### src/rtl/core/nfs_pkg.sv
// Shared types and constants for the nearest feature search block.
// No dependencies; imported by nfs_dist_unit and nearest_feature_search_top.
`timescale 1ns / 1ps
`default_nettype none

package nfs_pkg;

    // Default table depth
    localparam int MAX_FEATURES_DEF = 256;

    // Field widths
    localparam int COORD_W = 16;
    localparam int INTEN_W = 16;
    localparam int IDX_W   = 8;
    localparam int DIST_W  = 33;
    localparam int DIFF_W  = COORD_W + 1;
    localparam int SQ_W    = 32;
    localparam int OP_W    = 2;

    // Stream widths
    localparam int IN_W  = 3 * COORD_W;
    localparam int OUT_W = 104;

    // Operation codes, carried on s_tuser
    typedef enum logic [OP_W-1:0] {
        OP_INSERT = 2'd0,
        OP_QUERY  = 2'd1,
        OP_CLEAR  = 2'd2
    } op_t;

    // Sequencer states
    typedef enum logic [1:0] {
        ST_IDLE,
        ST_SCAN,
        ST_DRAIN,
        ST_DONE
    } state_t;

    // Result word, last field in the lowest bits
    typedef struct packed {
        logic [DIST_W-1:0]  second_dist_sq;
        logic [IDX_W-1:0]   second_index;
        logic               second_found;
        logic [INTEN_W-1:0] closest_intensity;
        logic [DIST_W-1:0]  closest_dist_sq;
        logic [IDX_W-1:0]   closest_index;
        logic               closest_found;
        logic               table_full;
    } res_t;

    localparam int RES_W = $bits(res_t);

    // Status of the distance pipeline
    typedef struct packed {
        logic out_valid;
        logic busy;
    } dist_stat_t;

endpackage

`default_nettype wire

### src/rtl/core/nfs_dist_unit.sv
// Three-stage squared-distance pipeline: difference, square, sum.
// Depends on nfs_pkg. Carries entry index and intensity alongside.
`timescale 1ns / 1ps
`default_nettype none

module nfs_dist_unit
    import nfs_pkg::*;
#(
    parameter int AW = 8
) (
    input  wire logic               aclk,
    input  wire logic               aresetn,
    input  wire logic               in_valid,
    input  wire logic [COORD_W-1:0] in_x,
    input  wire logic [COORD_W-1:0] in_y,
    input  wire logic [INTEN_W-1:0] in_inten,
    input  wire logic [AW-1:0]      in_idx,
    input  wire logic [COORD_W-1:0] q_x,
    input  wire logic [COORD_W-1:0] q_y,
    output dist_stat_t              stat,
    output logic [DIST_W-1:0]       out_dist,
    output logic [AW-1:0]           out_idx,
    output logic [INTEN_W-1:0]      out_inten
);

    logic                      s1_v_reg, s2_v_reg, s3_v_reg;
    logic signed [DIFF_W-1:0]  dx_reg, dy_reg;
    logic signed [DIFF_W-1:0]  dx_next, dy_next;
    logic [SQ_W-1:0]           sqx_reg, sqy_reg;
    logic signed [2*DIFF_W-1:0] sqx_full, sqy_full;
    logic [DIST_W-1:0]         dist_reg;
    logic [AW-1:0]             idx1_reg, idx2_reg, idx3_reg;
    logic [INTEN_W-1:0]        int1_reg, int2_reg, int3_reg;

    // Sign-extended coordinate differences
    assign dx_next = $signed({in_x[COORD_W-1], in_x}) - $signed({q_x[COORD_W-1], q_x});
    assign dy_next = $signed({in_y[COORD_W-1], in_y}) - $signed({q_y[COORD_W-1], q_y});

    // Squares fit in 32 bits: |d| <= 65535
    assign sqx_full = dx_reg * dx_reg;
    assign sqy_full = dy_reg * dy_reg;

    // Valid bits
    always_ff @(posedge aclk) begin
        if (!aresetn) begin
            s1_v_reg <= 1'b0;
            s2_v_reg <= 1'b0;
            s3_v_reg <= 1'b0;
        end else begin
            s1_v_reg <= in_valid;
            s2_v_reg <= s1_v_reg;
            s3_v_reg <= s2_v_reg;
        end
    end

    // Datapath stages
    always_ff @(posedge aclk) begin
        dx_reg   <= dx_next;
        dy_reg   <= dy_next;
        idx1_reg <= in_idx;
        int1_reg <= in_inten;
        sqx_reg  <= sqx_full[SQ_W-1:0];
        sqy_reg  <= sqy_full[SQ_W-1:0];
        idx2_reg <= idx1_reg;
        int2_reg <= int1_reg;
        dist_reg <= {1'b0, sqx_reg} + {1'b0, sqy_reg};
        idx3_reg <= idx2_reg;
        int3_reg <= int2_reg;
    end

    assign stat.out_valid = s3_v_reg;
    assign stat.busy      = s1_v_reg | s2_v_reg | s3_v_reg;
    assign out_dist       = dist_reg;
    assign out_idx        = idx3_reg;
    assign out_inten      = int3_reg;

endmodule

`default_nettype wire

### config.mk
export PLATFORM = sky130hd
export DESIGN_NAME = nfs_dist_unit
export DESIGN_NICKNAME = d
export VERILOG_FILES = /design/src/rtl/core/nfs_pkg.sv /design/src/rtl/core/nfs_dist_unit.sv
export SDC_FILE = /design/constraint.sdc
export NUM_CORES = 2
export LEC_CHECK = 0
export BUFFER_PORTS_ARGS = -buffer_cell sky130_fd_sc_hd__clkbuf_2
export CORE_MARGIN = 2
export CORE_UTILIZATION = 62
export CTS_BUF_LIST = sky130_fd_sc_hd__clkbuf_8
export DETAILED_ROUTE_END_ITERATION = 8
export PLACE_DENSITY_LB_ADDON = 0.05
export SYNTH_ARGS = -nofsm -noshare
export SYNTH_HDL_FRONTEND = slang
export SYNTH_SLANG_ARGS = --single-unit
### constraint.sdc
create_clock -name aclk -period 11 [get_ports aclk]
set_clock_uncertainty 0.15 [all_clocks]
set_input_delay 3.3 -clock aclk [delete_from_list [all_inputs] [get_ports aclk]]
set_output_delay 3.3 -clock aclk [all_outputs]
set_load 0.03 [all_outputs]
==> impl_results.md <==
* Commonest non-fill, non-tap cell in the layout: inv_1
* CP Max Fanout at 31
* GRT Total Usage at 0.252
* Global routing usage on met3 at 0.0397
* CTS tree: done
* Worst setup SP type: register
* Ys async rst share at 0
* Clk sinks at between 200 and 250
* Resized cells post-CTS at 0
* Post-route ant nets at 0
* Maximum clock insertion buffer count at 3
* Hold slack at 0.173 ns
* Buf+Inv Stages, Crit Path at 5
* Min Tclk post-route at a little over 7 ns
* Final Instance Area at between 0.02 and 0.03 sq mm
* Largest stage delay, worst path at ~0.93 ns
* Vias per cell at ~5.1
* Syn_nets at about 3,400
* Die area at 0.0426 sq mm
* Core footprint at 0.0406 sq mm
* Largest net degree at the start of global routing at 32
* I/O Pins at 150
* Cell chain of the critical path: nand2_1 -> inv_1 -> fa_1 -> inv_1 -> fa_1 -> fa_1 -> inv_1 -> fa_1 -> fa_1 -> inv_1 -> fa_1 -> inv_1 -> ha_1 -> and3_1 -> and3_1 -> a31o_2 -> o31a_1 -> o21ai_1 -> nor3b_1 -> o31ai_1 -> o41ai_1 -> xnor2_1
* First-pass GRT wire length at approximately 85 mm
* Final nets at 3,588
* Setup CP Type: register to register
* # rows at 74
* Final-report hold violation count at 0
* Area Overhead vs Synth at 7.99%
* Worst slew pin tran at 0.931 ns
* Grt total ovfl at 0
* Max Fclk at roughly 140 MHz
* Setup TNS at 0 ns
* Crit end category: register
* Clock latency on the worst-skew pair at ~0.57 ns
* GRT busiest layer: met2
* Flops & latches, synth at around 200
* Vias in the first global route at ~18,000
* Filler cell count at ~3,300
* Slew Viols, Final at 0
* Hold Crit Class: register to register
* Routability cong. at 0.877
* Met2 global-route usage at 0.425
* Post-CTS Hold Buffers at 0
* DR vias at 17,000
* Global-route met1 utilization at 0.336
* # diodes at 0
* Max reg flops at 33
* I/O Buffers at 149
* Final wirelength at approximately 50 mm
* WP data required at roughly 11 ns
* WL/cell at around 15 microns
* Clock root buffer: clkbuf_8
* Die Span Y at slightly above 200 microns
* Finished Core Util at 0.675
* Fin crit share at 0.662
* Warnings from Yosys at 0
* Yosys cell types at 57
* DRT Pass-1 Iters at 5
* Synth Area per Inst at just under 10 sq um
* Rel. slew slack at 0.379
* Worst-path clk slew at roughly 0.06 ns
* H-tree depth at 2
* # DRC at 0
* CP max stage cell: dfxtp_1
* Die W at just over 200 microns
* Number of flops mapped to enable cells by yosys at 0
* Syn Inst Count at ~2,600
* CP top delay family: adder cells
* Seq/Total Area, Yosys at 0.161
* RSZ-0062 raised after global routing: no
* Cell repeated most along the worst path: fa_1
* DR iter-0 viols at about 770
* CTS Buf Count at 36
* Max-Cap Viols at 0
* Initial core utilization at 0.625
* DP HPWL at 41.1 mm
* Top FF cell, synth: dfxtp_1
* Status: finished, final reports clean
* Setup repair bufs after CTS at 0
* Commonest non-fill, non-tap cells in the layout: inv_1 (737), fa_1 (514), ha_1 (228)
* Placed Area at between 0.02 and 0.03 sq mm
* Crit path DAT at approximately 7.6 ns
* Endpoints failing setup at 0
* Mapped cell area at around 0.025 sq mm
* Layout cells sized above 1 at 0.0798
* Antenna violations before repair at 0
[Yosys cell counts (7+ instances only)]
| cell | count | share of area |
|---|---|---|
| nor2_1 | 103 | 0.015 |
| dfxtp_1 | 204 | 0.16 |
| nand2_1 | 190 | 0.028 |
| fa_1 | 514 | 0.41 |
| o21ai_0 | 31 | 0.0061 |
| xnor2_1 | 105 | 0.036 |
| a21o_1 | 19 | 0.0056 |
| a211oi_1 | 15 | 0.0044 |
| nor2b_1 | 38 | 0.0094 |
| nor3_1 | 29 | 0.0057 |
| ha_1 | 228 | 0.11 |
| a21oi_1 | 64 | 0.013 |
| inv_1 | 723 | 0.11 |
| o21a_1 | 27 | 0.0080 |
| and2_1 | 110 | 0.027 |
| or3_1 | 7 | 0.0017 |
| clkbuf_1 | 47 | 0.0069 |
| nand2b_1 | 18 | 0.0044 |
| xor2_1 | 24 | 0.0083 |
| and3_1 | 10 | 0.0025 |
| nand3_1 | 18 | 0.0035 |
| o211ai_1 | 7 | 0.0021 |
[routing by layer]
layer	up-vias	share of wire
li1	8073	-
met5	-	0
met4	0	0.028
met2	358	0.49
met1	8484	0.43
met3	91	0.053
[path summary, 6_finish.rpt]
kind	depth (start not counted)	endpoint	slack (ns)	startpoint
max reg2reg	22	sqx_reg[30]	3.72	dx_reg[16]
max	22	sqx_reg[30]	3.72	dx_reg[16]
min	0	out_inten[11]	0.17	int2_reg[11]
min reg2reg	0	out_inten[11]	0.17	int2_reg[11]
[worst register-to-register path: stages, from the launching register on]
cell	delay [ns]
dfxtp_1	0.93
nand2_1	0.22
inv_1	0.20
fa_1	0.45
inv_1	0.10
fa_1	0.41
fa_1	0.53
inv_1	0.06
fa_1	0.48
fa_1	0.48
inv_1	0.05
fa_1	0.47
inv_1	0.04
ha_1	0.33
and3_1	0.25
and3_1	0.19
a31o_2	0.23
o31a_1	0.25
o21ai_1	0.17
nor3b_1	0.50
o31ai_1	0.22
o41ai_1	0.34
xnor2_1	0.16
[per-stage QoR]
stage                     cells  setup slack [ns]
after floorplan            2613              4.58
after global placement     3249              4.02
after detailed placement   3249              3.82
after CTS                  3314              3.78
after global routing       3314              3.35
final                      3314              3.72
[cell type report]
| cell class | count | area [sq um] | share of cell area |
|---|---|---|---|
| repair buffers | 152 | 768 | 0.0280 |
| well taps | 532 | 666 | 0.0243 |
| multi-input cells | 1638 | 18400 | 0.671 |
| clock buffers | 41 | 564 | 0.0206 |
| inverters | 723 | 2710 | 0.0990 |
| flip-flops and latches | 204 | 4080 | 0.149 |
| clock inverters | 24 | 215 | 0.00785 |
[cells by family after synthesis]
group	Yosys count	share of synthesized area
buf+inv	771	0.114
fa+ha+maj	742	0.517
simple gates	538	0.101
compound gates	226	0.0604
flops	204	0.161
xor+xnor	129	0.0445
mux	3	0.00128
Power is not shown: default switching activity piles up to over one toggle a cycle in this logic, so the estimate is an artifact.
